<file path="src/rtl/cpr_pkg.sv">
// ----------------------------------------------------------------------------
// cpr_pkg
// Shared widths, register map, controller states and the command and status
// bundles that pass between the clock replacement controller and datapath.
// ----------------------------------------------------------------------------
package cpr_pkg;

  localparam int PAGE_W     = 16;
  localparam int FRAME_W    = 3;
  localparam int COUNT_W    = 16;
  localparam int CFG_W      = 4;
  localparam int CFG_DATA_W = 32;
  localparam int CFG_ADDR_W = 3;

  localparam logic       CFG_IDX_FRAMES = 1'b0;
  localparam logic [3:0] FRAMES_RESET   = 4'd8;

  typedef enum logic [1:0] {
    ST_IDLE,
    ST_LOOKUP,
    ST_SWEEP
  } cpr_state_t;

  typedef struct packed {
    logic load_page;
    logic start_sweep;
    logic sweep_step;
    logic commit_hit;
    logic commit_fill;
    logic commit_repl;
  } cpr_cmd_t;

  typedef struct packed {
    logic hit;
    logic free_found;
    logic ref_set;
  } cpr_sts_t;

endpackage

</file>
<file path="src/rtl/cpr_if.sv">
// ----------------------------------------------------------------------------
// cpr_if
// Valid/ready channels for page references and replacement results.
// ----------------------------------------------------------------------------
interface cpr_in_if;
  import cpr_pkg::*;

  logic              valid;
  logic              ready;
  logic [PAGE_W-1:0] page_number;

  modport source (output valid, output page_number, input ready);
  modport sink   (input valid, input page_number, output ready);
endinterface

interface cpr_out_if;
  import cpr_pkg::*;

  logic               valid;
  logic               ready;
  logic               hit;
  logic               fault;
  logic [FRAME_W-1:0] frame_index;
  logic               evicted_valid;
  logic [PAGE_W-1:0]  evicted_page;
  logic [COUNT_W-1:0] fault_count;

  modport source (output valid, output hit, output fault, output frame_index,
                  output evicted_valid, output evicted_page, output fault_count,
                  input ready);
  modport sink   (input valid, input hit, input fault, input frame_index,
                  input evicted_valid, input evicted_page, input fault_count,
                  output ready);
endinterface

</file>
<file path="src/rtl/cpr_dp.sv">
// ----------------------------------------------------------------------------
// cpr_dp
// Frame store, valid and reference bits, clock hand, sweep pointer, fault
// counter and result register of the clock replacement unit.
// ----------------------------------------------------------------------------
module cpr_dp #(
  parameter int FRAMES    = 8,
  parameter int PAGE_BITS = 16
) (
  input  logic                          clk,
  input  logic                          rst_n,
  input  logic [cpr_pkg::CFG_W-1:0]     frames_in_use,
  input  logic [cpr_pkg::PAGE_W-1:0]    in_page,
  input  cpr_pkg::cpr_cmd_t             cmd,
  output cpr_pkg::cpr_sts_t             sts,
  output logic                          res_hit,
  output logic                          res_fault,
  output logic [cpr_pkg::FRAME_W-1:0]   res_frame,
  output logic                          res_evicted_valid,
  output logic [cpr_pkg::PAGE_W-1:0]    res_evicted_page,
  output logic [cpr_pkg::COUNT_W-1:0]   res_fault_count
);
  import cpr_pkg::*;

  localparam int FIDX_W = (FRAMES > 1) ? $clog2(FRAMES) : 1;
  localparam int CNT_W  = $clog2(FRAMES + 1);

  logic [PAGE_BITS-1:0] frame_page_r [FRAMES];
  logic [FRAMES-1:0]    frame_valid_r, frame_valid_nxt;
  logic [FRAMES-1:0]    ref_bit_r, ref_bit_nxt;
  logic [FIDX_W-1:0]    hand_r, hand_nxt;
  logic [FIDX_W-1:0]    sweep_r, sweep_nxt;
  logic [COUNT_W-1:0]   fault_total_r, fault_total_nxt;
  logic [PAGE_BITS-1:0] page_r, page_nxt;

  logic                 out_hit_r, out_hit_nxt;
  logic                 out_fault_r, out_fault_nxt;
  logic [FRAME_W-1:0]   out_frame_r, out_frame_nxt;
  logic                 out_ev_r, out_ev_nxt;
  logic [PAGE_W-1:0]    out_evp_r, out_evp_nxt;
  logic [COUNT_W-1:0]   out_cnt_r, out_cnt_nxt;

  logic [CNT_W-1:0]     n_act;
  logic [FIDX_W-1:0]    hand_norm;
  logic                 hit_found, free_found;
  logic [FIDX_W-1:0]    hit_idx, free_idx;
  logic [COUNT_W-1:0]   fault_total_inc;

  function automatic logic [FIDX_W-1:0] next_idx(input logic [FIDX_W-1:0] h,
                                                 input logic [CNT_W-1:0] n);
    logic [CNT_W-1:0] inc;
    inc = CNT_W'(h) + CNT_W'(1);
    return (inc >= n) ? '0 : FIDX_W'(inc);
  endfunction

  always_comb begin
    if (frames_in_use == '0) begin
      n_act = CNT_W'(1);
    end else if (32'(frames_in_use) > 32'(FRAMES)) begin
      n_act = CNT_W'(FRAMES);
    end else begin
      n_act = CNT_W'(frames_in_use);
    end
  end

  assign hand_norm = (CNT_W'(hand_r) >= n_act) ? '0 : hand_r;

  always_comb begin
    hit_found  = 1'b0;
    free_found = 1'b0;
    hit_idx    = '0;
    free_idx   = '0;
    for (int i = FRAMES - 1; i >= 0; i--) begin
      if (CNT_W'(i) < n_act) begin
        if (frame_valid_r[i] && (frame_page_r[i] == page_r)) begin
          hit_found = 1'b1;
          hit_idx   = FIDX_W'(i);
        end
        if (!frame_valid_r[i]) begin
          free_found = 1'b1;
          free_idx   = FIDX_W'(i);
        end
      end
    end
  end

  assign sts.hit        = hit_found;
  assign sts.free_found = free_found;
  assign sts.ref_set    = ref_bit_r[sweep_r];

  assign fault_total_inc = (fault_total_r == '1) ? fault_total_r
                                                 : fault_total_r + COUNT_W'(1);

  always_comb begin
    frame_valid_nxt = frame_valid_r;
    ref_bit_nxt     = ref_bit_r;
    hand_nxt        = hand_r;
    sweep_nxt       = sweep_r;
    fault_total_nxt = fault_total_r;
    page_nxt        = page_r;
    out_hit_nxt     = out_hit_r;
    out_fault_nxt   = out_fault_r;
    out_frame_nxt   = out_frame_r;
    out_ev_nxt      = out_ev_r;
    out_evp_nxt     = out_evp_r;
    out_cnt_nxt     = out_cnt_r;

    if (cmd.load_page) begin
      page_nxt = PAGE_BITS'(in_page);
    end
    if (cmd.start_sweep) begin
      sweep_nxt = hand_norm;
    end
    if (cmd.sweep_step) begin
      ref_bit_nxt[sweep_r] = 1'b0;
      sweep_nxt            = next_idx(sweep_r, n_act);
    end
    if (cmd.commit_hit) begin
      ref_bit_nxt[hit_idx] = 1'b1;
      out_hit_nxt          = 1'b1;
      out_fault_nxt        = 1'b0;
      out_frame_nxt        = FRAME_W'(hit_idx);
      out_ev_nxt           = 1'b0;
      out_evp_nxt          = '0;
      out_cnt_nxt          = fault_total_r;
    end
    if (cmd.commit_fill) begin
      frame_valid_nxt[free_idx] = 1'b1;
      ref_bit_nxt[free_idx]     = 1'b1;
      hand_nxt                  = next_idx(hand_norm, n_act);
      out_hit_nxt               = 1'b0;
      out_fault_nxt             = 1'b0;
      out_frame_nxt             = FRAME_W'(free_idx);
      out_ev_nxt                = 1'b0;
      out_evp_nxt               = '0;
      out_cnt_nxt               = fault_total_r;
    end
    if (cmd.commit_repl) begin
      ref_bit_nxt[sweep_r] = 1'b1;
      hand_nxt             = next_idx(sweep_r, n_act);
      fault_total_nxt      = fault_total_inc;
      out_hit_nxt          = 1'b0;
      out_fault_nxt        = 1'b1;
      out_frame_nxt        = FRAME_W'(sweep_r);
      out_ev_nxt           = 1'b1;
      out_evp_nxt          = PAGE_W'(frame_page_r[sweep_r]);
      out_cnt_nxt          = fault_total_inc;
    end
  end

  always_ff @(posedge clk) begin
    if (cmd.commit_fill) begin
      frame_page_r[free_idx] <= page_r;
    end
    if (cmd.commit_repl) begin
      frame_page_r[sweep_r] <= page_r;
    end
  end

  always_ff @(posedge clk) begin
    if (!rst_n) begin
      frame_valid_r <= '0;
      ref_bit_r     <= '0;
      hand_r        <= '0;
      sweep_r       <= '0;
      fault_total_r <= '0;
    end else begin
      frame_valid_r <= frame_valid_nxt;
      ref_bit_r     <= ref_bit_nxt;
      hand_r        <= hand_nxt;
      sweep_r       <= sweep_nxt;
      fault_total_r <= fault_total_nxt;
    end
  end

  always_ff @(posedge clk) begin
    page_r      <= page_nxt;
    out_hit_r   <= out_hit_nxt;
    out_fault_r <= out_fault_nxt;
    out_frame_r <= out_frame_nxt;
    out_ev_r    <= out_ev_nxt;
    out_evp_r   <= out_evp_nxt;
    out_cnt_r   <= out_cnt_nxt;
  end

  assign res_hit           = out_hit_r;
  assign res_fault         = out_fault_r;
  assign res_frame         = out_frame_r;
  assign res_evicted_valid = out_ev_r;
  assign res_evicted_page  = out_evp_r;
  assign res_fault_count   = out_cnt_r;

`ifndef SYNTHESIS
  a_valid_never_drops: assert property (@(posedge clk) disable iff (!rst_n)
    $past(rst_n) |-> (($past(frame_valid_r) & ~frame_valid_r) == '0))
    else $error("frame valid bit cleared while running");

  a_fault_total_monotone: assert property (@(posedge clk) disable iff (!rst_n)
    $past(rst_n) |-> (fault_total_r >= $past(fault_total_r)))
    else $error("fault total decreased");

  a_fill_has_free: assert property (@(posedge clk) disable iff (!rst_n)
    cmd.commit_fill |-> free_found)
    else $error("fill committed with no free frame");
`endif

endmodule

</file>
<file path="src/rtl/cpr_ctrl.sv">
// ----------------------------------------------------------------------------
// cpr_ctrl
// Sequencer for one reference: accept, look up, sweep the clock hand on a
// full miss, and commit the result into the output register.
// ----------------------------------------------------------------------------
module cpr_ctrl (
  input  logic              clk,
  input  logic              rst_n,
  input  logic              in_valid,
  output logic              in_ready,
  output logic              out_valid,
  input  logic              out_ready,
  input  cpr_pkg::cpr_sts_t sts,
  output cpr_pkg::cpr_cmd_t cmd
);
  import cpr_pkg::*;

  cpr_state_t state_r, state_nxt;
  logic       out_valid_r, out_valid_nxt;
  logic       out_free;
  logic       commit;

  assign out_free = !out_valid_r || out_ready;
  assign commit   = cmd.commit_hit || cmd.commit_fill || cmd.commit_repl;

  always_ff @(posedge clk) begin
    if (!rst_n) begin
      state_r     <= ST_IDLE;
      out_valid_r <= 1'b0;
    end else begin
      state_r     <= state_nxt;
      out_valid_r <= out_valid_nxt;
    end
  end

  always_comb begin
    state_nxt = state_r;
    cmd       = '0;
    in_ready  = 1'b0;
    case (state_r)
      ST_IDLE: begin
        in_ready = 1'b1;
        if (in_valid) begin
          cmd.load_page = 1'b1;
          state_nxt     = ST_LOOKUP;
        end
      end
      ST_LOOKUP: begin
        if (sts.hit) begin
          if (out_free) begin
            cmd.commit_hit = 1'b1;
            state_nxt      = ST_IDLE;
          end
        end else if (sts.free_found) begin
          if (out_free) begin
            cmd.commit_fill = 1'b1;
            state_nxt       = ST_IDLE;
          end
        end else begin
          cmd.start_sweep = 1'b1;
          state_nxt       = ST_SWEEP;
        end
      end
      ST_SWEEP: begin
        if (sts.ref_set) begin
          cmd.sweep_step = 1'b1;
        end else if (out_free) begin
          cmd.commit_repl = 1'b1;
          state_nxt       = ST_IDLE;
        end
      end
      default: begin
        state_nxt = ST_IDLE;
      end
    endcase
  end

  assign out_valid_nxt = commit ? 1'b1 : (out_ready ? 1'b0 : out_valid_r);

  assign out_valid = out_valid_r;

`ifndef SYNTHESIS
  a_no_overwrite: assert property (@(posedge clk) disable iff (!rst_n)
    (out_valid_r && !out_ready) |-> !commit)
    else $error("result register overwritten before it was taken");

  a_commit_shows: assert property (@(posedge clk) disable iff (!rst_n)
    commit |=> out_valid_r)
    else $error("committed result not presented");

  a_sweep_continues: assert property (@(posedge clk) disable iff (!rst_n)
    (state_r == ST_SWEEP && sts.ref_set) |=> (state_r == ST_SWEEP))
    else $error("sweep left while a reference bit was still set");
`endif

endmodule

</file>
<file path="src/rtl/clock_page_replacement_unit.sv">
// Sequence: a reference is accepted in idle and looked up; a hit or a
//   free-frame fill is then committed to the result register. On a replacement
//   the hand first clears the set reference bits it passes until it finds a victim.
// A new reference is accepted only once the previous one is committed; the
//   sweep visits one frame per cycle, and a commit waits while the result stalls.
// Reset: synchronous, active low; clears valid and reference bits, hand,
//   fault count and result valid, sets frames_in_use to 8; page store is kept.
// ----------------------------------------------------------------------------
// clock_page_replacement_unit
// Clock (second-chance) page replacement with an APB register for the number
// of frames in use.
// ----------------------------------------------------------------------------
module clock_page_replacement_unit #(
  parameter int FRAMES    = 8,
  parameter int PAGE_BITS = 16
) (
  input  logic                             clk,
  input  logic                             rst_n,
  cpr_in_if.sink                           in_ch,
  cpr_out_if.source                        out_ch,
  input  logic                             psel,
  input  logic                             penable,
  input  logic                             pwrite,
  input  logic [cpr_pkg::CFG_ADDR_W-1:0]   paddr,
  input  logic [cpr_pkg::CFG_DATA_W-1:0]   pwdata,
  output logic [cpr_pkg::CFG_DATA_W-1:0]   prdata,
  output logic                             pready
);
  import cpr_pkg::*;

  logic [CFG_W-1:0] frames_in_use_r, frames_in_use_nxt;
  logic             cfg_wr;
  logic             cfg_sel_frames;
  cpr_cmd_t         cmd;
  cpr_sts_t         sts;
  logic             in_ready;
  logic             out_valid;

  assign pready         = 1'b1;
  assign cfg_sel_frames = (paddr[CFG_ADDR_W-1] == CFG_IDX_FRAMES);
  assign cfg_wr         = psel && penable && pwrite && pready && cfg_sel_frames;
  assign frames_in_use_nxt = cfg_wr ? pwdata[CFG_W-1:0] : frames_in_use_r;
  assign prdata         = cfg_sel_frames ? CFG_DATA_W'(frames_in_use_r) : '0;

  always_ff @(posedge clk) begin
    if (!rst_n) begin
      frames_in_use_r <= FRAMES_RESET;
    end else begin
      frames_in_use_r <= frames_in_use_nxt;
    end
  end

  cpr_ctrl u_ctrl (
    .clk       (clk),
    .rst_n     (rst_n),
    .in_valid  (in_ch.valid),
    .in_ready  (in_ready),
    .out_valid (out_valid),
    .out_ready (out_ch.ready),
    .sts       (sts),
    .cmd       (cmd)
  );

  cpr_dp #(
    .FRAMES    (FRAMES),
    .PAGE_BITS (PAGE_BITS)
  ) u_dp (
    .clk               (clk),
    .rst_n             (rst_n),
    .frames_in_use     (frames_in_use_r),
    .in_page           (in_ch.page_number),
    .cmd               (cmd),
    .sts               (sts),
    .res_hit           (out_ch.hit),
    .res_fault         (out_ch.fault),
    .res_frame         (out_ch.frame_index),
    .res_evicted_valid (out_ch.evicted_valid),
    .res_evicted_page  (out_ch.evicted_page),
    .res_fault_count   (out_ch.fault_count)
  );

  assign in_ch.ready  = in_ready;
  assign out_ch.valid = out_valid;

endmodule

</file>
<file path="src/flat_wrapper.sv">
// flat-port wrapper written by rule: the top's interface ports become plain ports
module clock_page_replacement_unit_flat import cpr_pkg::*;
#(
  parameter int FRAMES    = 8,
  parameter int PAGE_BITS = 16
)
  (clk, rst_n, psel, penable, pwrite, paddr, pwdata, prdata, pready, in_ch_valid, in_ch_page_number, in_ch_ready, out_ch_valid, out_ch_hit, out_ch_fault, out_ch_frame_index, out_ch_evicted_valid, out_ch_evicted_page, out_ch_fault_count, out_ch_ready);
  cpr_in_if in_ch_i ();
  cpr_out_if out_ch_i ();
  input  logic clk;
  input  logic rst_n;
  input  logic psel;
  input  logic penable;
  input  logic pwrite;
  input  logic [cpr_pkg::CFG_ADDR_W-1:0] paddr;
  input  logic [cpr_pkg::CFG_DATA_W-1:0] pwdata;
  output logic [cpr_pkg::CFG_DATA_W-1:0] prdata;
  output logic pready;
  input wire logic [$bits(in_ch_i.valid)-1:0] in_ch_valid;
  input wire logic [$bits(in_ch_i.page_number)-1:0] in_ch_page_number;
  output wire logic [$bits(in_ch_i.ready)-1:0] in_ch_ready;
  output wire logic [$bits(out_ch_i.valid)-1:0] out_ch_valid;
  output wire logic [$bits(out_ch_i.hit)-1:0] out_ch_hit;
  output wire logic [$bits(out_ch_i.fault)-1:0] out_ch_fault;
  output wire logic [$bits(out_ch_i.frame_index)-1:0] out_ch_frame_index;
  output wire logic [$bits(out_ch_i.evicted_valid)-1:0] out_ch_evicted_valid;
  output wire logic [$bits(out_ch_i.evicted_page)-1:0] out_ch_evicted_page;
  output wire logic [$bits(out_ch_i.fault_count)-1:0] out_ch_fault_count;
  input wire logic [$bits(out_ch_i.ready)-1:0] out_ch_ready;
  assign in_ch_i.valid = in_ch_valid;
  assign in_ch_i.page_number = in_ch_page_number;
  assign in_ch_ready = in_ch_i.ready;
  assign out_ch_valid = out_ch_i.valid;
  assign out_ch_hit = out_ch_i.hit;
  assign out_ch_fault = out_ch_i.fault;
  assign out_ch_frame_index = out_ch_i.frame_index;
  assign out_ch_evicted_valid = out_ch_i.evicted_valid;
  assign out_ch_evicted_page = out_ch_i.evicted_page;
  assign out_ch_fault_count = out_ch_i.fault_count;
  assign out_ch_i.ready = out_ch_ready;
  clock_page_replacement_unit #(.FRAMES(FRAMES), .PAGE_BITS(PAGE_BITS)) u_core (.clk(clk), .rst_n(rst_n), .in_ch(in_ch_i), .out_ch(out_ch_i), .psel(psel), .penable(penable), .pwrite(pwrite), .paddr(paddr), .pwdata(pwdata), .prdata(prdata), .pready(pready));
endmodule
</file>
<file path="config.mk">
export PLATFORM = sky130hd
export DESIGN_NAME = clock_page_replacement_unit_flat
export DESIGN_NICKNAME = d
export VERILOG_FILES = /design/src/rtl/cpr_pkg.sv /design/src/rtl/cpr_if.sv /design/src/rtl/cpr_dp.sv /design/src/rtl/cpr_ctrl.sv /design/src/rtl/clock_page_replacement_unit.sv /design/src/flat_wrapper.sv
export SDC_FILE = /design/constraint.sdc
export NUM_CORES = 1
export LEC_CHECK = 0
export ABC_AREA = 0
export BUFFER_PORTS_ARGS = -buffer_cell sky130_fd_sc_hd__buf_2
export CELL_PAD_IN_SITES_DETAIL_PLACEMENT = 1
export CELL_PAD_IN_SITES_GLOBAL_PLACEMENT = 1
export CORE_ASPECT_RATIO = 1.25
export CORE_MARGIN = 10
export CORE_UTILIZATION = 50
export CTS_BUF_LIST = sky130_fd_sc_hd__clkbuf_8
export DETAILED_ROUTE_END_ITERATION = 10
export PLACE_DENSITY_LB_ADDON = 0.25
export REMOVE_ABC_BUFFERS = 1
export SYNTH_ARGS = -nofsm -noshare
export SYNTH_HDL_FRONTEND = slang
export SYNTH_SLANG_ARGS = --single-unit
</file>
<file path="constraint.sdc">
create_clock -name clk -period 4.3 [get_ports clk]
set_clock_uncertainty 0.15 [all_clocks]
set_input_delay 0.645 -clock clk [delete_from_list [all_inputs] [get_ports clk]]
set_output_delay 0.645 -clock clk [all_outputs]
set_load 0.005 [all_outputs]
</file>
==> qor_table.md, run 1 <==
| Quantity | Reported |
|---|---|
| TritonCTS clock tree | yes |
| Overall die width | 156.6 µm |
| Launch point of the worst hold path | in_ch_page_number[12] |
| Number of cells in the design after placement | 1280 |
| Worst slew margin relative to its limit | 28.48% |
| Ranking of synthesized cells by area | edfxtp_1 46%, dfxtp_1 8.6%, mux4_2 6.4% |
| Number of cells in the finished layout apart from fillers | 1347 |
| Count of unique library cells instantiated by Yosys | 62 |
| Post-DP HPWL | 25220 µm |
| Synth Instances | 936 |
| Filler Cell Count | 2438 |
| Setup repair after global routing missed its margin | false |
| Postcts setup bufs | 0 |
| Worst-path cell with the longest stage delay | dfxtp_1 |
| Vertical extent of the die | 190.7 µm |
| Synth warnings | 0 |
| Async S/R FF share, synth | 0% |
| Initial core utilization | 50.77% |
| Syn Area/Cell | 12.46 µm² |
| Utilization after layout | 56.69% |
| Mapped cell area | 11660 µm² |
| Clock Pin Slew Worst Setup and Hold Paths | 60 ps |
| Final setup viols | 0 |
| Number of maximum-capacitance violations | 0 |
| Category of the critical setup timing path | reg -> reg |
| Final period demand of the worst path | 3893 ps |
| Core area | 22960 µm² |
| Total congestion overflow | 0 |
| Delay-heaviest family, CP | compound AO/OA/AOI/OAI gates |
| Clock insertion delay at the later pin of the skew report | 550 ps |
| R2R depth | 14 |
| Maximum fanout count along the critical path | 15 |
| Pins over their slew limit | 0 |
| Number of buffers inserted by hold repair at cts | 0 |
| Static leakage power | 4.556 nW |
| Share of the cycle needed by the critical path after routing | 90.53% |
| Hold Crit Depth | 1 |
| Critical path buffer and inverter count | 1 |
| Min-Delay Path Class | in -> reg |
| Maximum vdd drop | 0.3592 mV |
| DRC Markers | 0 |
| Kind of start point of the critical path | register |
| Worst Max-Slew Pin Slew | 1073 ps |
| Power Dens Cells | 359.8 nW/µm² |
| Fraction of post-synthesis cell area in the top cell type by area | 46.10% |
| Via count of the first global-routing pass | 8539 |
| Critical path required time | 4610 ps |
| Final-stage net count | 1104 |
| R2r endpoint | u_core.u_dp.hand_r[2] |
| Total wire length after detailed routing | 34920 µm |
| # port buffers | 71 |
| Cell-by-cell listing of the critical path | inv_1, nand2_1, ha_1, a21o_1, a21oi_1, nor2_1, nor2b_1, ha_1, ha_1, a21o_1, a21o_1, a211oi_1, nand3_1, a31oi_1 |
| Total negative slack | 0 ps |
| Placement row count | 62 |
| # resized after CTS | 0 |
| Yosys top cell by area | edfxtp_1 |
| H-Tree Depth | 2 |
| Layout cell share with drive strength beyond 1 | 19.74% |
| Buffer cell driving the clock tree root | clkbuf_8 |
| Initial DRT Pass Iterations | 5 |
| Maximum number of pins on one net before global-route repair | 27 |
| Per-cell via count in the routed design | 5.852 |
| Worst reg-to-reg setup slack | 410 ps |
| Number of routed nets with antenna violations | 0 |
| Routed wirelength normalized by instance count | 25.92 µm |
| Status | complete, no violations |
| Buffers from clock root to sink, at most | 3 |
| Critical path data arrival time | 4210 ps |
| Fin. Hold Viols | 0 |
| Total routing usage reported by global routing | 23.35% |
| Placer Congestion | 0.9395 |
| TritonCTS buffer count | 38 |
| 1st-iter DRT viols | 645 |
| Worst setup EP type | register |
| Initial antenna violation count | 0 |
| Register area share after synthesis | 54.69% |
| Number of antenna diodes | 0 |
| TritonCTS Sinks | 229 |
| Most used flip-flop cell after synthesis | edfxtp_1 |
| Worst flop-to-flop path startpoint | u_core.frames_in_use_r[3] |
| Total number of vias | 7882 |
| Die Footprint | 29860 µm² |
| Highest attainable clock frequency | 256.9 MHz |
| Destination of the worst hold path | u_core.u_dp.page_r[12] |
| Number of synthesized flops with an enable pin | 179 |
| Synth-to-Final Area Change | 11.64% |
| Highest cell delay on the worst timing path | 650 ps |
| Wire length of the first global-routing pass | 52580 µm |
| Boundary pin count | 131 |
| Post-synthesis register bit count | 229 |
[worst max-delay path by stage]
stage | startpoint | endpoint | slack [ps] | cells after the start
floorplan | u_core.u_dp.page_r[14] | u_core.u_dp.frame_page_r[1][0] | 510 | 8
global placement | u_core.frames_in_use_r[3] | u_core.u_dp.hand_r[2] | 540 | 14
detailed placement | u_core.frames_in_use_r[3] | u_core.u_dp.hand_r[2] | 430 | 14
CTS | u_core.frames_in_use_r[3] | u_core.u_dp.hand_r[0] | 420 | 14
global route | u_core.frames_in_use_r[3] | u_core.u_dp.hand_r[1] | 40 | 14
finish | u_core.frames_in_use_r[3] | u_core.u_dp.hand_r[2] | 410 | 14
[placed cells by master, fill, tap and decap left out, types with 9 or more instances in the layout]
cell type,n
nand2_1,45
clkbuf_8,41
mux2i_1,23
nor2_1,67
ha_1,14
nor3_1,21
dfxtp_1,49
inv_1,28
mux4_2,33
o21ai_0,17
nor4_1,24
and2_1,22
a21oi_1,22
buf_4,31
xor2_1,60
nand4_1,36
edfxtp_1,179
a31oi_1,13
nand3_1,20
conb_1,29
nand2b_1,17
xnor2_1,79
nor2b_1,9
buf_2,71
[cell usage after synthesis, types with 13 or more instances]
master,n
buf_4,33
nand3_1,20
a21oi_1,22
edfxtp_1,179
a31oi_1,13
mux4_2,33
nand2b_1,17
and2_1,22
nand4_1,36
xnor2_1,79
nor4_1,24
mux2i_1,23
o21ai_0,17
dfxtp_1,50
nor3_1,22
clkbuf_1,21
inv_1,18
ha_1,14
xor2_1,60
nand2_1,45
nor2_1,67
[routing by layer]
metal / up-vias / wire length (µm) / track usage, %
met5: - / 0 / 0
met4: 0 / 1730 / 12.36
met3: 76 / 1917 / 3.949
met2: 286 / 17870 / 40.66
met1: 3919 / 13400 / 26.93
li1: 3601 / - / -
[per-stage QoR]
stage / instance area [µm²] / worst slack, ps / total power, mW / hold WS (ps)
finish: 13020 / 407.1 / 4.683 / 116.2
global route: 13020 / 44.50 / 4.852 / 89.51
CTS: 13020 / 417.3 / 4.724 / 86.46
detailed placement: 12280 / 429.8 / 2.819 / 333.2
global placement: 12280 / 538.7 / 2.811 / 320.7
floorplan: 11310 / 514.8 / 2.674 / 304.5
[layout make-up]
cell class                 instances  area [µm²]  share of cell area [%]
sequential                       229        6377                   49.00
tap                              288       360.3                   2.768
timing repair buffer             103       608.1                   4.672
clock buffer                      41       564.3                   4.335
inverter                          18       67.56                  0.5191
clock inverter                    26       170.2                   1.307
multi-input combinational        642        4868                   37.40
[kinds of logic (layout without fill, tap and decap cells)]
group,Yosys count,count (layout),synth area share [%]
DFF,229,229,54.69
and+or+nand+nor,303,303,14.25
other,2,29,0.06442
adders and majority gates,14,14,1.502
buffers and inverters,92,188,4.464
AOI/OAI and AO/OA,96,96,5.484
muxes,60,60,8.961
xor gates and xnor gates,140,140,10.58
[flip-flops by register name (all words and copies together) (netlist names), named ones only]
name and flops:
u_core.u_dp.res_hit 1, u_core.u_dp.res_evicted_page 16, u_core.u_dp.page_r 16, u_core.u_dp.res_frame 3
u_core.u_dp.sweep_r 3, u_core.u_dp.ref_bit_r 8, u_core.u_dp.frame_valid_r 8, u_core.u_dp.res_fault_count 16
u_core.u_dp.res_evicted_valid 1, u_core.u_dp.fault_total_r 16, u_core.u_dp.hand_r 3, u_core.frames_in_use_r 4
u_core.u_dp.frame_page_r 128, u_core.u_ctrl.state_r 2, u_core.u_ctrl.out_valid 1
[report_power, final]
part | switching [mW] | total, mW | leakage, nW | internal (mW)
Sequential | 0.0439 | 2.47 | 2.05 | 2.43
Combinational | 0.199 | 0.310 | 2.09 | 0.111
Clock | 0.897 | 1.90 | 0.414 | 1.01
Total | 1.14 | 4.68 | 4.56 | 3.54
Power figures use the tool's default switching activity.
==> inputs of run 2 (changes only) <==
--- a/config.mk
+++ b/config.mk
@@ -18,4 +18,5 @@
 export REMOVE_ABC_BUFFERS = 1
 export SYNTH_ARGS = -nofsm -noshare
 export SYNTH_HDL_FRONTEND = slang
+export SYNTH_HIERARCHICAL = 1
 export SYNTH_SLANG_ARGS = --single-unit
==> run 2 against run 1 <==
Compared with the run above:
- cell count grew 0.89%
- non-clock buffer count grew 16
- synthesized area grew 0.36%
- synthesized cell count shrank 0.32%
==> qor_table.md, run 2 <==
| Quantity | Reported | Delta |
|---|---|---|
| Status | complete, no violations |  |
| Synth-to-Final Area Change | 12.81% |  |
| Maximum fanout count along the critical path | 16 | +1 |
| Number of cells in the finished layout apart from fillers | 1359 | +0.89% |
| Min-Delay Path Class | in -> reg |  |
| Buffers from clock root to sink, at most | 3 | unchanged |
| Total cell area at the placement stage | 12530 µm² | +2.0% |
| Worst slew margin relative to its limit | 26.65% | -1.8 points |
| Synth Instances | 933 | -0.32% |
| Utilization after layout | 57.29% | +0.61 points |
| Static leakage power | 4.613 nW | +1.2% |
| Most repeated cell in the gate-level netlist after synthesis | edfxtp_1 |  |
| Pins over their slew limit | 0 | unchanged |
| Register area share after synthesis | 54.49% | -0.20 points |
| Per-cell via count in the routed design | 5.897 | +0.78% |
| Post-synthesis register bit count | 229 | unchanged |
| Post-DP HPWL | 24290 µm | -3.7% |
| Maximum vdd drop | 0.2714 mV | -24% |
| Commonest cells after routing, fill and taps aside | 179 x edfxtp_1, 78 x xor2_1, 71 x buf_2 |  |
| 1st-iter DRT viols | 513 | -20% |
| Postcts setup bufs | 0 | unchanged |
| Routed wirelength normalized by instance count | 24.16 µm | -6.8% |
| Number of cells in the design after placement | 1293 | +1.0% |
| Fraction of post-synthesis cell area in the top cell type by area | 45.94% | -0.17 points |
| Maximum number of pins on one net before global-route repair | 33 | +22% |
| Crit-path most repeated cell | buf_4 |  |
| Critical path buffer and inverter count | 3 | +2 |
| DRC Markers | 0 | unchanged |
| Clock Pin Slew Worst Setup and Hold Paths | 60 ps | about the same |
| Kind of start point of the critical path | register |  |
| Mapped cell area | 11700 µm² | +0.36% |
| Worst-path cell with the longest stage delay | nor4b_2 |  |
| Syn Area/Cell | 12.54 µm² | +0.69% |
| Number of buffers inserted by hold repair at cts | 0 | unchanged |
| Share of the cycle needed by the critical path after routing | 94.31% | +3.8 points |
| Layout cell share with drive strength beyond 1 | 21.29% | +1.6 points |
| Total congestion overflow | 0 | unchanged |
| Number of maximum-capacitance violations | 0 | unchanged |
| Cell-by-cell listing of the critical path | buf_4, xor2_1, nor4_1, nand3_1, nor4b_1, a41oi_1, nand4_1, nor4b_2, o211ai_1, buf_4, o21ai_1, buf_12 |  |
| Die Footprint | 29960 µm² | +0.32% |
| Most used flip-flop cell after synthesis | edfxtp_1 |  |
| Final period demand of the worst path | 4055 ps | +162.3 ps |
| Yosys top cell by area | edfxtp_1 |  |
| Initial DRT Pass Iterations | 5 | unchanged |
| Category of the critical setup timing path | reg -> reg |  |
| Core area | 23040 µm² | +0.34% |
| Post-route cell area | 13200 µm² | +1.4% |
| Overall die width | 156.8 µm | +0.16% |
| Highest attainable clock frequency | 246.6 MHz | -4.0% |
| Number of routed nets with antenna violations | 0 | unchanged |
| Top cells by instance count after synthesis | 179 x edfxtp_1, 78 x xor2_1, 65 x xnor2_1 |  |
| Final setup viols | 0 | unchanged |
| Initial antenna violation count | 0 | unchanged |
| Commonest non-fill, non-tap cell in the layout | edfxtp_1 |  |
| Via count of the first global-routing pass | 8556 | +0.20% |
| Synth warnings | 6 | +6 |
| Largest Register | u_core/u_dp/frame_page_r |  |
| Delay-heaviest family, CP | simple AND/OR/NAND/NOR gates |  |
| TritonCTS Sinks | 229 | unchanged |
| Total routing usage reported by global routing | 21.90% | -1.4 points |
| Fin. Hold Viols | 0 | unchanged |
| Number of synthesized flops with an enable pin | 179 | unchanged |
| Boundary pin count | 131 | unchanged |
| Worst setup EP type | register |  |
| Worst reg-to-reg setup slack | 240 ps | -160 ps |
| Number of antenna diodes | 0 | unchanged |
| Critical path data arrival time | 4130 ps | -80 ps |
| Worst Max-Slew Pin Slew | 1100 ps | +27.40 ps |
| Initial core utilization | 50.79% | about the same |
| TritonCTS buffer count | 36 | -5.3% |
| Total number of vias | 8014 | +1.7% |
| Final-stage net count | 1115 | +1.0% |
| Count of unique library cells instantiated by Yosys | 77 | +24% |
| Wire length of the first global-routing pass | 50220 µm | -4.5% |
| Placer Congestion | 0.9320 | -0.80% |
| Placement row count | 62 | unchanged |
| Power Dens Cells | 340.3 nW/µm² | -5.4% |
| H-Tree Depth | 2 | unchanged |
| # port buffers | 71 | unchanged |
| # resized after CTS | 0 | unchanged |
| Total wire length after detailed routing | 32830 µm | -6.0% |
| Buffer cell driving the clock tree root | clkbuf_8 |  |
| Setup repair after global routing missed its margin | false |  |
| Clock insertion delay at the later pin of the skew report | 540 ps | about the same |
| Flip-flop count of the largest register, all copies and words added | 128 | unchanged |
| Ranking of synthesized cells by area | edfxtp_1 46%, dfxtp_1 8.6%, mux4_2 6.4% |  |
| Vertical extent of the die | 191.0 µm | +0.16% |
| Async S/R FF share, synth | 0% | unchanged |
| Highest cell delay on the worst timing path | 610 ps | -40 ps |
| Critical path required time | 4380 ps | -230 ps |
| TritonCTS clock tree | yes |  |
## run 2: changes by cell type in the layout (fill, tap and decap cells not counted), moves of 7 or more
cell     delta
buf_4       +9
buf_12      +7
xnor2_1    -14
xor2_1     +18
nand2_1    +11
a31oi_1     -7
## run 2: cells by family after synthesis
family	count (synthesis)	synth area share [%]
xor+xnor	146	11.12
other cells	2	0.06418
fa+ha+maj	14	1.497
buf+inv	87	4.427
mux	55	8.233
compound gates	99	5.817
simple gates	301	14.35
flops	229	54.49
## run 2: final timing paths
check / from / cells past startpoint / end
setup / recovery: u_core/u_dp/page_r[3] / 12 / u_core/u_dp/frame_page_r[5][15]
hold / removal: in_ch_page_number[0] / 1 / u_core/u_dp/page_r[0]
setup reg to reg: u_core/u_dp/page_r[3] / 12 / u_core/u_dp/frame_page_r[5][15]
hold reg to reg: u_core/u_dp/res_hit / 1 / u_core/u_dp/res_hit
## run 2: layout make-up
type                            count  area [µm²]
Inverter                           13       48.80
Fill cell                        2381        9839
Timing Repair Buffer              119       815.8
Clock buffer                       38       523.0
Sequential cell                   229        6379
Multi-Input combinational cell    644        4930
Clock inverter                     28       143.9
Tap cell                          288       360.3
## run 2: per-layer routing
layer	up-vias	track usage [%]	routed length, µm
li1	3642	-	-
met1	4029	25.12	12620
met2	268	39.35	17150
met3	75	3.530	1663
met4	0	9.455	1388
met5	-	0	0
## run 2: through the flow
stage,total power [mW],hold WS [ps],setup TNS [ps],worst slack (ps)
floorplan,2.662,301.1,-3876,-219.4
global placement,2.792,305.3,0,425.4
detailed placement,2.801,307.8,0,342.3
CTS,4.534,107.4,0,295.9
global route,4.657,110.4,0,15.31
finish,4.492,130.7,0,244.8
## run 2: report_power, final
part | internal [mW] | total [mW] | switching [mW]
logic | 0.112 | 0.293 | 0.181
clock network | 0.884 | 1.73 | 0.849
registers | 2.42 | 2.47 | 0.0420
==> inputs of run 3 (changes only) <==
--- a/config.mk
+++ b/config.mk
@@ -14,6 +14,7 @@
 export CORE_UTILIZATION = 50
 export CTS_BUF_LIST = sky130_fd_sc_hd__clkbuf_8
 export DETAILED_ROUTE_END_ITERATION = 10
+export GPL_TIMING_DRIVEN = 0
 export PLACE_DENSITY_LB_ADDON = 0.25
 export REMOVE_ABC_BUFFERS = 1
 export SYNTH_ARGS = -nofsm -noshare
==> run 3 against run 2 <==
Compared with the run above:
- global-route usage rose by 1.0 points
- largest cell class unchanged
- critical path depth fell by 1
- sequential power barely moved
- cell count rose by 1.8%
- via count rose by 1.4%
- setup slack got worse by 84 ps
- total power rose by 9.2%
- clock-buffer cell count rose by 5
- maximum frequency fell by 2.0%
- combinational power rose by 25%
- the run now ends with design-rule violations left
- critical path type unchanged
- sequential cell count did not move
- final area rose by 3.8%
==> qor_table.md, run 3 (synthesis gave the netlist of run 2 again) <==
| Quantity | Reported | Delta |
|---|---|---|
| Status | finished with violations |  |
| Violated checks | design-rule violations |  |
| DRC Markers | 1 | +1 |
| Setup repair after global routing missed its margin | false |  |
| Delay-heaviest family, CP | compound AO/OA/AOI/OAI gates |  |
| Clock insertion delay at the later pin of the skew report | 560 ps | +20 ps |
| Routed wirelength normalized by instance count | 25.36 µm | +5.0% |
| Final-stage net count | 1137 | +2.0% |
| Post-DP HPWL | 23860 µm | -1.8% |
| Highest cell delay on the worst timing path | 670 ps | +60 ps |
| # port buffers | 71 | unchanged |
| Cell-by-cell listing of the critical path | buf_4, xor2_1, nor3_1, nand3_1, nor4b_1, a41oi_1, nand4_1, nor4b_4, o211ai_1, o32ai_4, buf_8 |  |
| Worst reg-to-reg setup slack | 160 ps | -80 ps |
| Boundary pin count | 131 | unchanged |
| Per-cell via count in the routed design | 5.876 | -0.36% |
| Area taken by multi-input logic gates | 5022 µm² | +1.9% |
| Clock Pin Slew Worst Setup and Hold Paths | 70 ps | about the same |
| TritonCTS Sinks | 229 | unchanged |
| Buffer cell driving the clock tree root | clkbuf_8 |  |
| Number of cells in the design after placement | 1252 | -3.2% |
| Flop pwr share | 50.0% | -4.9 points |
| Fin. Hold Viols | 0 | unchanged |
| Initial DRT Pass Iterations | 8 | +3 |
| Flip-flop count of the largest register, all copies and words added | 128 | unchanged |
| Via count of the first global-routing pass | 8752 | +2.3% |
| Worst setup EP type | register |  |
| Total routing usage reported by global routing | 22.90% | +1.0 points |
| Smallest setup slack after layout | 161.0 ps | -83.78 ps |
| Placer Congestion | 0.8898 | -4.5% |
| Synth-to-Final Area Change | 17.15% |  |
| Final period demand of the worst path | 4139 ps | +83.78 ps |
| Maximum vdd drop | 0.2994 mV | +10% |
| Final setup viols | 0 | unchanged |
| Total number of vias | 8126 | +1.4% |
| Min-Delay Path Class | in -> reg |  |
| Launch point of the worst hold path | in_ch_page_number[2] |  |
| Initial antenna violation count | 0 | unchanged |
| Total negative slack | 0 ps | unchanged |
| Wire length of the first global-routing pass | 52300 µm | +4.1% |
| H-Tree Depth | 2 | unchanged |
| TritonCTS buffer count | 39 | +8.3% |
| Hold Crit Depth | 1 | unchanged |
| Core area | 23040 µm² | unchanged |
| Critical path buffer and inverter count | 2 | -1 |
| Layout cell share with drive strength beyond 1 | 24.57% | +3.3 points |
| Largest Register | u_core/u_dp/frame_page_r |  |
| Switching share of total power | 23.76% | -0.12 points |
| Proportion of power drawn by combinational gates | 7.5% | +1.0 points |
| Sum of internal, switching and leakage power | 4.904 mW | +9.2% |
| Worst-path cell with the longest stage delay | o32ai_4 |  |
| Die Footprint | 29960 µm² | unchanged |
| Utilization after layout | 59.50% | +2.2 points |
| Total wire length after detailed routing | 35070 µm | +6.8% |
| Reg area | 6381 µm² | about the same |
| Critical path data arrival time | 4240 ps | +110 ps |
| R2r endpoint | u_core/u_dp/frame_page_r[3][9] |  |
| 1st-iter DRT viols | 535 | +4.3% |
| R2R depth | 11 | -1 |
| Worst Max-Slew Pin Slew | 1209 ps | +109.1 ps |
| NetSw | 1.165 mW | +8.6% |
| Category of the critical setup timing path | reg -> reg |  |
| Worst slew margin relative to its limit | 19.27% | -7.4 points |
| Power Dens Cells | 357.7 nW/µm² | +5.1% |
| Maximum fanout count along the critical path | 11 | -5 |
| Filler Cell Count | 2328 | -2.2% |
| Number of maximum-capacitance violations | 0 | unchanged |
| TritonCTS clock tree | yes |  |
| Static leakage power | 4.828 nW | +4.6% |
| Kind of start point of the critical path | register |  |
| Number of antenna diodes | 0 | unchanged |
| Worst flop-to-flop path startpoint | u_core/u_dp/page_r[5] |  |
| Vertical extent of the die | 191.0 µm | unchanged |
| Setup WS pre-CTS | -1078 ps | -1421 ps |
| Initial core utilization | 50.79% | unchanged |
| Placement row count | 62 | unchanged |
| Number of routed nets with antenna violations | 0 | unchanged |
| Cell-internal power | 3.739 mW | +9.3% |
| Overall die width | 156.8 µm | unchanged |
| Buffers from clock root to sink, at most | 3 | unchanged |
| Critical path required time | 4410 ps | +30 ps |
| Commonest non-fill, non-tap cell in the layout | edfxtp_1 |  |
| Total congestion overflow | 0 | unchanged |
| Commonest cells after routing, fill and taps aside | 179 x edfxtp_1, 78 x xor2_1, 71 x buf_2 |  |
| Number of cells in the finished layout apart from fillers | 1383 | +1.8% |
| Pins over their slew limit | 0 | unchanged |
| Share of the cycle needed by the critical path after routing | 96.26% | +1.9 points |
| Destination of the worst hold path | u_core/u_dp/page_r[2] |  |
| Highest attainable clock frequency | 241.6 MHz | -2.0% |
| Clk network pwr share | 42.5% | +3.9 points |
| Maximum number of pins on one net before global-route repair | 37 | +12% |
| Number of buffers inserted by hold repair at cts | 0 | unchanged |
==> run 3: cell types whose count changed in the layout (fill, tap and decap cells not counted), sizes merged <==
cell      delta
bufinv       +3
buf         +19
inv          -2
clkbuf       +5
clkinvlp     +1
clkinv       -2
==> run 3: how the worst max path moves through the flow <==
stage	start	cells after the start	to	slack [ps]
after detailed placement	u_core/u_dp/page_r[14]	11	u_core/u_dp/frame_page_r[1][1]	-1080
after global placement	u_core/u_dp/page_r[8]	12	u_core/u_dp/ref_bit_r[3]	-2750
final	u_core/u_dp/page_r[5]	11	u_core/u_dp/frame_page_r[3][9]	160
after global routing	u_core/u_dp/page_r[1]	11	u_core/u_dp/frame_page_r[3][7]	20
after floorplan	u_core/u_dp/page_r[14]	12	u_core/u_dp/ref_bit_r[3]	-220
after CTS	u_core/u_dp/page_r[5]	13	u_core/u_dp/frame_page_r[2][1]	20
==> run 3: through the flow <==
| stage | area [µm²] | hold WS (ps) |
|---|---|---|
| after floorplan | 11330 | 301.1 |
| after global placement | 12050 | 296.4 |
| after detailed placement | 12200 | 303.5 |
| after CTS | 13510 | 94.81 |
| after global routing | 13710 | 99.79 |
| final | 13710 | 108.1 |
==> run 3: timing repair <==
action | in CTS | in global routing
setup endpoints to repair | 188 | 150
buffers inserted | 46 | 14
pin swaps | 1 | 1
gates resized for setup | 11 | 9
==> run 3: area by class of cell <==
cell class                 instances  area share, %
clock buffer                      43          4.317
clock inverter                    28          1.652
inverter                          13         0.3651
multi-input combinational        644          36.64
sequential                       229          46.55
tap                              288          2.629
timing repair buffer             138          7.850
==> run 3: power by group through the flow <==
stage | Combinational [mW] | Clock [mW] | Sequential (mW)
final | 0.367 | 2.09 | 2.45
after CTS | 0.324 | 2.12 | 2.46
after floorplan | 0.144 | 0 | 2.52
after global routing | 0.390 | 2.21 | 2.45
after global placement | 0.230 | 0 | 2.54
after detailed placement | 0.235 | 0 | 2.54
==> run 3: routing by layer <==
metal / track usage [%] / wire, µm / vias to the layer above
li1: - / - / 3684
met1: 25.69 / 13600 / 4105
met2: 41.55 / 18400 / 261
met3: 3.643 / 1479 / 76
met4: 10.58 / 1593 / 0
met5: 0 / 0 / -
